===== config.mk =====
export PLATFORM = sky130hd
export DESIGN_NAME = blockchain_block_stream_parser
export DESIGN_NICKNAME = d
export VERILOG_FILES = /design/src/rtl/core/bbsp_pkg.sv /design/src/rtl/core/bbsp_magic.sv /design/src/rtl/core/bbsp_parse.sv /design/src/rtl/core/blockchain_block_stream_parser.sv
export SDC_FILE = /design/constraint.sdc
export NUM_CORES = 2
export LEC_CHECK = 0
export BUFFER_PORTS_ARGS = -buffer_cell sky130_fd_sc_hd__buf_2
export CAP_MARGIN = 20
export CORE_UTILIZATION = 30
export DETAILED_ROUTE_END_ITERATION = 12
export GPL_TIMING_DRIVEN = 0
export HOLD_SLACK_MARGIN = 0.15
export PLACE_DENSITY = 0.46
export SLEW_MARGIN = 20
export SYNTH_ARGS = -nofsm -noshare
export SYNTH_HDL_FRONTEND = slang
export SYNTH_SLANG_ARGS = --single-unit

===== constraint.sdc =====
create_clock -name aclk -period 10.9 [get_ports aclk]
set_clock_uncertainty 0.2 [all_clocks]
set_input_delay 0.545 -clock aclk [delete_from_list [all_inputs] [get_ports aclk]]
set_output_delay 0.545 -clock aclk [all_outputs]
set_load 0.01 [all_outputs]

===== src/rtl/core/bbsp_pkg.sv =====
`default_nettype none
package bbsp_pkg;
    localparam int unsigned MagicW = 32;
    localparam int unsigned ValW   = 64;
    localparam int unsigned NumNet = 4;
    localparam int unsigned CfgIdxW = 2;

    localparam logic [MagicW-1:0] MagicMainRst    = 32'hD9B4BEF9;
    localparam logic [MagicW-1:0] MagicTestRst    = 32'hDAB5BFFA;
    localparam logic [MagicW-1:0] MagicTest3Rst   = 32'h0709110B;
    localparam logic [MagicW-1:0] MagicAltRst     = 32'hFEB4BEF9;

    localparam logic [CfgIdxW-1:0] REG_MAIN  = 2'd0;
    localparam logic [CfgIdxW-1:0] REG_TEST  = 2'd1;
    localparam logic [CfgIdxW-1:0] REG_TEST3 = 2'd2;
    localparam logic [CfgIdxW-1:0] REG_ALT   = 2'd3;

    typedef enum logic [4:0] {
        P_HUNT, P_SIZE, P_VERSION, P_PREV, P_MERKLE, P_TIME, P_BITS, P_NONCE,
        P_TXCOUNT, P_TXVER, P_INCOUNT, P_INPREV, P_ININDEX, P_INSLEN,
        P_INSCRIPT, P_SEQ, P_OUTCOUNT, P_OUTVAL, P_OUTSLEN, P_OUTSCRIPT,
        P_LOCKTIME
    } pos_t;

    typedef struct packed {
        logic [4:0]      kind;
        logic [ValW-1:0] value;
        logic [1:0]      chunk;
        logic [1:0]      net;
        logic [31:0]     blk;
        logic            last;
    } rec_t;

    localparam int unsigned RecW = $bits(rec_t);

    function automatic logic [4:0] kind_of(input pos_t p);
        logic [4:0] k;
        begin
            case (p)
                P_INSCRIPT, P_OUTSCRIPT, P_HUNT: k = 5'd0;
                P_SEQ:      k = 5'd14;
                P_OUTCOUNT: k = 5'd15;
                P_OUTVAL:   k = 5'd16;
                P_OUTSLEN:  k = 5'd17;
                P_LOCKTIME: k = 5'd18;
                default:    k = 5'(p);
            endcase
            return k;
        end
    endfunction

    // fixed length in bytes, 0 for counts and scripts
    function automatic logic [5:0] len_of(input pos_t p);
        logic [5:0] l;
        begin
            case (p)
                P_SIZE, P_VERSION, P_TIME, P_BITS, P_NONCE, P_TXVER,
                P_ININDEX, P_SEQ, P_LOCKTIME: l = 6'd4;
                P_PREV, P_MERKLE, P_INPREV:   l = 6'd32;
                P_OUTVAL:                     l = 6'd8;
                default:                      l = 6'd0;
            endcase
            return l;
        end
    endfunction
endpackage
`default_nettype wire


===== src/rtl/core/bbsp_magic.sv =====
`default_nettype none
module bbsp_magic (
    input  wire logic                       aclk,
    input  wire logic                       aresetn,
    input  wire logic                       cfg_we,
    input  wire logic [bbsp_pkg::CfgIdxW-1:0] cfg_index,
    input  wire logic [bbsp_pkg::MagicW-1:0]  cfg_data,
    input  wire logic [bbsp_pkg::MagicW-1:0]  window,
    output logic                            hit,
    output logic [1:0]                      net
);
    logic [bbsp_pkg::MagicW-1:0] magic_reg [bbsp_pkg::NumNet];

    always_ff @(posedge aclk) begin
        if (!aresetn) begin
            magic_reg[0] <= bbsp_pkg::MagicMainRst;
            magic_reg[1] <= bbsp_pkg::MagicTestRst;
            magic_reg[2] <= bbsp_pkg::MagicTest3Rst;
            magic_reg[3] <= bbsp_pkg::MagicAltRst;
        end else if (cfg_we) begin
            unique case (cfg_index)
                bbsp_pkg::REG_MAIN:  magic_reg[0] <= cfg_data;
                bbsp_pkg::REG_TEST:  magic_reg[1] <= cfg_data;
                bbsp_pkg::REG_TEST3: magic_reg[2] <= cfg_data;
                bbsp_pkg::REG_ALT:   magic_reg[3] <= cfg_data;
                default: ;
            endcase
        end
    end

    // lowest network code wins
    always_comb begin
        hit = 1'b1;
        net = 2'd0;
        if (window == magic_reg[0])      net = 2'd0;
        else if (window == magic_reg[1]) net = 2'd1;
        else if (window == magic_reg[2]) net = 2'd2;
        else if (window == magic_reg[3]) net = 2'd3;
        else hit = 1'b0;
    end
endmodule
`default_nettype wire


===== src/rtl/core/bbsp_parse.sv =====
`default_nettype none
module bbsp_parse (
    input  wire logic                      aclk,
    input  wire logic                      aresetn,
    input  wire logic                      step,
    input  wire logic [7:0]                data_byte,
    input  wire logic                      mhit,
    input  wire logic [1:0]                mnet,
    output logic [bbsp_pkg::MagicW-1:0]    window,
    output logic                           rec_valid,
    output bbsp_pkg::rec_t                 rec
);
    localparam int unsigned VW = bbsp_pkg::ValW;

    bbsp_pkg::pos_t pos_reg, pos_next, pos;
    logic [4:0]    cnt_reg, cnt_next;
    logic [VW-1:0] acc_reg, acc_next;
    logic [31:0]   win_reg, win_next;
    logic [2:0]    fill_reg, fill_next;
    logic [3:0]    vlen_reg, vlen_next;
    logic [VW-1:0] tx_reg, tx_next, in_reg, in_next, out_reg, out_next, scr_reg, scr_next;
    logic [1:0]    net_reg, net_next;
    logic [31:0]   blk_reg, blk_next;

    logic [VW-1:0] accb, v, oleft;
    logic [2:0]    sh;
    logic [5:0]    len;
    logic [4:0]    n, vn;
    logic          done, endb;

    // shifted window while hunting, taken straight from the held byte
    assign window = {data_byte, win_reg[31:8]};

    always_comb begin
        pos = pos_reg;
        if (pos_reg > bbsp_pkg::P_LOCKTIME) pos = bbsp_pkg::P_HUNT;
        pos_next = pos; cnt_next = cnt_reg; acc_next = acc_reg; win_next = win_reg;
        fill_next = fill_reg; vlen_next = vlen_reg; tx_next = tx_reg; in_next = in_reg;
        out_next = out_reg; scr_next = scr_reg; net_next = net_reg; blk_next = blk_reg;
        rec_valid = 1'b0; endb = 1'b0; done = 1'b0; v = acc_reg;
        len = bbsp_pkg::len_of(pos);
        n = cnt_reg;
        vn = 5'(cnt_reg - 5'd1);
        sh = (len != 6'd0) ? n[2:0] : vn[2:0];
        accb = acc_reg | ({56'd0, data_byte} << {sh, 3'b000});
        oleft = out_reg - 64'd1;
        rec.kind = bbsp_pkg::kind_of(pos);
        rec.chunk = 2'd0;
        rec.net = net_reg;
        rec.blk = blk_reg;
        rec.last = 1'b0;
        rec.value = v;

        if (pos == bbsp_pkg::P_HUNT) begin
            win_next = window;
            if (fill_reg < 3'd4) fill_next = fill_reg + 3'd1;
            if (fill_next == 3'd4 && mhit) begin
                net_next = mnet; fill_next = 3'd0; cnt_next = 5'd0; acc_next = '0;
                pos_next = bbsp_pkg::P_SIZE;
                rec_valid = 1'b1;
                rec.net = mnet; rec.value = {32'd0, window};
            end
        end else if (pos == bbsp_pkg::P_INSCRIPT || pos == bbsp_pkg::P_OUTSCRIPT) begin
            scr_next = scr_reg - 64'd1;
            if (scr_next == '0) begin
                if (pos == bbsp_pkg::P_INSCRIPT) pos_next = bbsp_pkg::P_SEQ;
                else begin
                    out_next = oleft;
                    pos_next = (oleft == '0) ? bbsp_pkg::P_LOCKTIME : bbsp_pkg::P_OUTVAL;
                end
            end
        end else if (len == 6'd32) begin
            acc_next = accb;
            cnt_next = n + 5'd1;
            if (n[2:0] == 3'd7) begin
                rec_valid = 1'b1; rec.value = accb; rec.chunk = n[4:3]; acc_next = '0;
                if (n == 5'd31) begin
                    cnt_next = 5'd0;
                    if (pos == bbsp_pkg::P_PREV) pos_next = bbsp_pkg::P_MERKLE;
                    else if (pos == bbsp_pkg::P_MERKLE) pos_next = bbsp_pkg::P_TIME;
                    else pos_next = bbsp_pkg::P_ININDEX;
                end
            end
        end else if (len != 6'd0) begin
            acc_next = accb;
            cnt_next = n + 5'd1;
            v = accb;
            done = ({1'b0, cnt_next} >= len);
        end else if (cnt_reg == 5'd0) begin
            if (data_byte < 8'hFD) begin
                v = {56'd0, data_byte}; done = 1'b1;
            end else begin
                vlen_next = (data_byte == 8'hFD) ? 4'd2 : (data_byte == 8'hFE) ? 4'd4 : 4'd8;
                cnt_next = 5'd1; acc_next = '0;
            end
        end else begin
            acc_next = accb;
            cnt_next = cnt_reg + 5'd1;
            v = accb;
            done = ({1'b0, vn[2:0]} + 4'd1 >= vlen_reg);
        end

        if (done) begin
            cnt_next = 5'd0; acc_next = '0; vlen_next = 4'd0;
            rec_valid = 1'b1;
            case (pos)
                bbsp_pkg::P_SIZE:    pos_next = bbsp_pkg::P_VERSION;
                bbsp_pkg::P_VERSION: pos_next = bbsp_pkg::P_PREV;
                bbsp_pkg::P_TIME:    pos_next = bbsp_pkg::P_BITS;
                bbsp_pkg::P_BITS:    pos_next = bbsp_pkg::P_NONCE;
                bbsp_pkg::P_NONCE:   pos_next = bbsp_pkg::P_TXCOUNT;
                bbsp_pkg::P_TXCOUNT: begin
                    tx_next = v;
                    if (v == '0) endb = 1'b1; else pos_next = bbsp_pkg::P_TXVER;
                end
                bbsp_pkg::P_TXVER:   pos_next = bbsp_pkg::P_INCOUNT;
                bbsp_pkg::P_INCOUNT: begin
                    in_next = v;
                    pos_next = (v == '0) ? bbsp_pkg::P_OUTCOUNT : bbsp_pkg::P_INPREV;
                end
                bbsp_pkg::P_ININDEX: pos_next = bbsp_pkg::P_INSLEN;
                bbsp_pkg::P_INSLEN: begin
                    scr_next = v;
                    pos_next = (v == '0) ? bbsp_pkg::P_SEQ : bbsp_pkg::P_INSCRIPT;
                end
                bbsp_pkg::P_SEQ: begin
                    in_next = in_reg - 64'd1;
                    pos_next = (in_next == '0) ? bbsp_pkg::P_OUTCOUNT : bbsp_pkg::P_INPREV;
                end
                bbsp_pkg::P_OUTCOUNT: begin
                    out_next = v;
                    pos_next = (v == '0) ? bbsp_pkg::P_LOCKTIME : bbsp_pkg::P_OUTVAL;
                end
                bbsp_pkg::P_OUTVAL: pos_next = bbsp_pkg::P_OUTSLEN;
                bbsp_pkg::P_OUTSLEN: begin
                    scr_next = v;
                    if (v == '0) begin
                        out_next = oleft;
                        pos_next = (oleft == '0) ? bbsp_pkg::P_LOCKTIME : bbsp_pkg::P_OUTVAL;
                    end else pos_next = bbsp_pkg::P_OUTSCRIPT;
                end
                bbsp_pkg::P_LOCKTIME: begin
                    tx_next = tx_reg - 64'd1;
                    if (tx_next == '0) endb = 1'b1; else pos_next = bbsp_pkg::P_TXVER;
                end
                default: pos_next = bbsp_pkg::P_HUNT;
            endcase
            rec.value = v;
            rec.last = endb;
            if (endb) begin
                blk_next = blk_reg + 32'd1;
                pos_next = bbsp_pkg::P_HUNT; fill_next = 3'd0; win_next = '0;
            end
        end
    end

    always_ff @(posedge aclk) begin
        if (!aresetn) begin
            pos_reg <= bbsp_pkg::P_HUNT; cnt_reg <= '0; acc_reg <= '0; win_reg <= '0;
            fill_reg <= '0; vlen_reg <= '0; tx_reg <= '0; in_reg <= '0; out_reg <= '0;
            scr_reg <= '0; net_reg <= '0; blk_reg <= '0;
        end else if (step) begin
            pos_reg <= pos_next; cnt_reg <= cnt_next; acc_reg <= acc_next;
            win_reg <= win_next; fill_reg <= fill_next; vlen_reg <= vlen_next;
            tx_reg <= tx_next; in_reg <= in_next; out_reg <= out_next;
            scr_reg <= scr_next; net_reg <= net_next; blk_reg <= blk_next;
        end
    end
endmodule
`default_nettype wire


===== src/rtl/core/blockchain_block_stream_parser.sv =====
`default_nettype none
// a byte is held in an input register; its record is registered in the output register once the byte is processed
// throughput: one byte per cycle; a waiting record does not stall input unless both
// the input register and output register are full
// reset: aresetn synchronous, active low; parser returns to magic hunt, magics to defaults
module blockchain_block_stream_parser (
    input  wire logic        aclk,
    input  wire logic        aresetn,
    input  wire logic        s_tvalid,
    output logic             s_tready,
    input  wire logic [7:0]  s_tdata,   // data_byte
    output logic             m_tvalid,
    input  wire logic        m_tready,
    output logic [111:0]     m_tdata,   // field_kind, field_value, chunk_index,
                                        // network_code, block_number, zero fill
    output logic             m_tlast,   // block_end
    input  wire logic        cfg_we,
    input  wire logic [1:0]  cfg_index,
    input  wire logic [31:0] cfg_data
);
    logic [7:0] in_byte_reg;
    logic       in_vld_reg;
    logic       step, rv, hit;
    logic [1:0] mnet;
    logic [31:0] window;
    bbsp_pkg::rec_t rec, out_reg;
    logic       out_vld_reg;

    // the held byte is processed once the output register can take a record
    assign step = in_vld_reg && (!out_vld_reg || m_tready);
    assign s_tready = !in_vld_reg || step;

    always_ff @(posedge aclk) begin
        if (!aresetn) begin
            in_vld_reg <= 1'b0;
            out_vld_reg <= 1'b0;
        end else begin
            if (s_tready) in_vld_reg <= s_tvalid;
            if (step) out_vld_reg <= rv;
            else if (m_tready) out_vld_reg <= 1'b0;
        end
        if (s_tready && s_tvalid) in_byte_reg <= s_tdata;
        if (step && rv) out_reg <= rec;
    end

    bbsp_magic u_magic (
        .aclk(aclk), .aresetn(aresetn), .cfg_we(cfg_we), .cfg_index(cfg_index),
        .cfg_data(cfg_data), .window(window), .hit(hit), .net(mnet)
    );

    bbsp_parse u_parse (
        .aclk(aclk), .aresetn(aresetn), .step(step), .data_byte(in_byte_reg),
        .mhit(hit), .mnet(mnet), .window(window), .rec_valid(rv), .rec(rec)
    );

    assign m_tvalid = out_vld_reg;
    assign m_tlast  = out_reg.last;
    assign m_tdata  = {7'd0, out_reg.blk, out_reg.net, out_reg.chunk, out_reg.value,
                       out_reg.kind};
endmodule
`default_nettype wire


==> run metrics <==
I/O pin cnt 162; setup TNS 0 ns; commonest non-fill, non-tap cell in the layout nor2_1; RSZ-0062 raised after global routing no; placed insts 6927; clock-pin slew on the worst setup and hold paths 0.06 ns; PnR worst setup slack 0.9594 ns; TritonRoute pass-1 iters 7; CP Max Fanout 10; post-CTS setup buffer count 0; htree depth 3; Root Buffer clkbuf_16; Die X 366.1 um; global-route wire length before repair 316900 um; Syn Inst Count 4948; slowest CP cell nor2_1; EDFF count, synth 242; CORE AREA 131500 um2; most frequent cells in the layout nor2_1 (552), nand2_1 (415), dfxtp_1 (396); Setup Crit Path Kind reg2reg; GPL Wtd Cong 1.018; flops & latches, synth 638; power density over the cells 144.1 nW/um2; via count 44360; area grow syn2layout 19.75%; starting density of the core 30.26%; DRT iter0 DRCs 6957; Top FF cell, synth dfxtp_1; Top Layer Used met5; Final Hold Vio Count 0; maximum vdd drop 0.1081 mV; slowest stage delay, CP 1.14 ns; Rel. slew slack 13.93%; metal1 wirelength 95330 um; Worst path most repeated cell clkbuf_1; DP Wirelength 170600 um; outcome complete, no violations; Syn Area/Cell 8.038 um2; # Max-Cap Violations 0; Netlist cell types 106; fin nets 5376; met3 WL 23140 um; hold_ws 0.2107 ns; Via density 6.213; Critical Path Sink Type flop; met2 WL 95510 um; largest net degree at the start of global routing 24; DRC violations left 0; synth top area cells dfxtp_1 (20%), edfxtp_1 (18%), nor2_1 (5.3%), o21ai_0 (4.6%), a21oi_1 (4.4%); Routed Antenna Nets 0; Synth Warn # 0; Setup-failing EPs final 0; area leader, netlist dfxtp_1; layout cells sized above 1 10.85%; Die Ht 366.1 um; Post-Syn Area 39770 um2; Setup Slack @ Placement 1.521 ns; Async S/R FF share, synth 0%; GR Overflow Total 0; fin crit period 9.941 ns; sequential fraction of the synthesis area 38.20%; die area 134000 um2; fin. max-slew vios 0; GRT Util Overall 32.72%; vias in the first global route 40300; Skew-Pair Late Insertion Delay 0.73 ns; clk sink count 638; worst hold path type in2reg; Largest register FFs 128; final std cells w/o fill 7139; CP required 11.26 ns; drt total wl 228800 um; f_max 100.6 MHz; cts bufs inserted 83; CP arrival 10.30 ns; element type at the critical path start flop; Leakage 16.72 nW; top-area cell type share of the netlist area 19.93%; Tightest Pin Transition 1.291 ns; port bufs 153; final worst-path cycle share 91.20%; TritonCTS clock tree built; # rows 133; drt wl/cell 32.05 um; antenna violations before repair 30; clock tree buffer depth 3; Final Util 36.23%
## cell usage after synthesis (26+ instances only)
master / n
clkbuf_1: 360
dfxtp_1: 396
xnor2_1: 102
o21ai_0: 363
o211ai_1: 55
a21oi_1: 349
or4_1: 58
nor2_1: 565
ha_1: 26
nand4_1: 81
buf_2: 31
and2_1: 75
nand2_1: 415
nor4_1: 156
a221oi_1: 53
or2_2: 48
a31oi_1: 62
o31ai_1: 31
a211oi_1: 60
xor2_1: 152
nor3_1: 169
and3_1: 41
nand3_1: 115
edfxtp_1: 242
inv_1: 78
or3_1: 159
o22ai_1: 79
a22oi_1: 147
## routing by layer
layer / up-vias / GRT usage [%]
met2: 2732 / 48.18
met4: 16 / 18.43
li1: 19220 / -
met5: - / 0
met1: 21750 / 44.11
met3: 647 / 7.031
## final timing paths
check	from	to	slack (ns)	cells past startpoint
worst min register to register	u_parse.vlen_reg[2]	u_parse.vlen_reg[2]	0.26	2
worst min-delay path	cfg_index[1]	u_magic.magic_reg[1][0]	0.21	2
worst max-delay path	u_parse.pos_reg[3]	u_parse.out_reg[61]	0.96	27
worst max register to register	u_parse.pos_reg[3]	u_parse.out_reg[61]	0.96	27
## critical path, delay by kind of cell, from the launching register on
family / cells / cell delay (ns)
buf+inv: 9 / 4.31
compound gates: 6 / 0.93
fa+ha+maj: 2 / 0.73
flops: 1 / 0.31
simple gates: 10 / 3.30
## report_power, final
part / total (mW) / switching (mW) / internal, mW / leakage, nW
Sequential: 2.60 / 0.0336 / 2.56 / 5.47
Clock: 3.03 / 1.24 / 1.80 / 1.45
Combinational: 1.23 / 0.914 / 0.316 / 9.80
Total: 6.86 / 2.18 / 4.68 / 16.7
## through the flow
step	total power [mW]	cell area (um2)
floorplan	3.266	39800
finish	6.861	47630
CTS	6.849	47590
detailed placement	3.810	44150
global placement	3.780	42760
global route	7.021	47610
## final cells by class
class                           count  area (um2)
Antenna cell                       10       25.02
Buffer                            428        1718
Clock buffer                      111        2322
Clock inverter                     45       655.6
Fill cell                       13880       83840
Inverter                           80       300.3
Multi-Input combinational cell   3808       22990
Sequential cell                   638       15190
Tap cell                         1755        2196
Timing Repair Buffer              264        2223
## cell families after synthesis
family	share of synthesized area, %
simple gates	25.76
compound gates	23.57
buf+inv	5.043
xor+xnor	5.593
other cells	0.009428
mux	1.007
flops	38.20
fa+ha+maj	0.8179
## what timing repair did
action	4_1_cts	5_1_grt
endpoints found under the hold margin	138	0
resized for setup	0	0
hold buffers	46	0
Power figures use the tool's default switching activity.
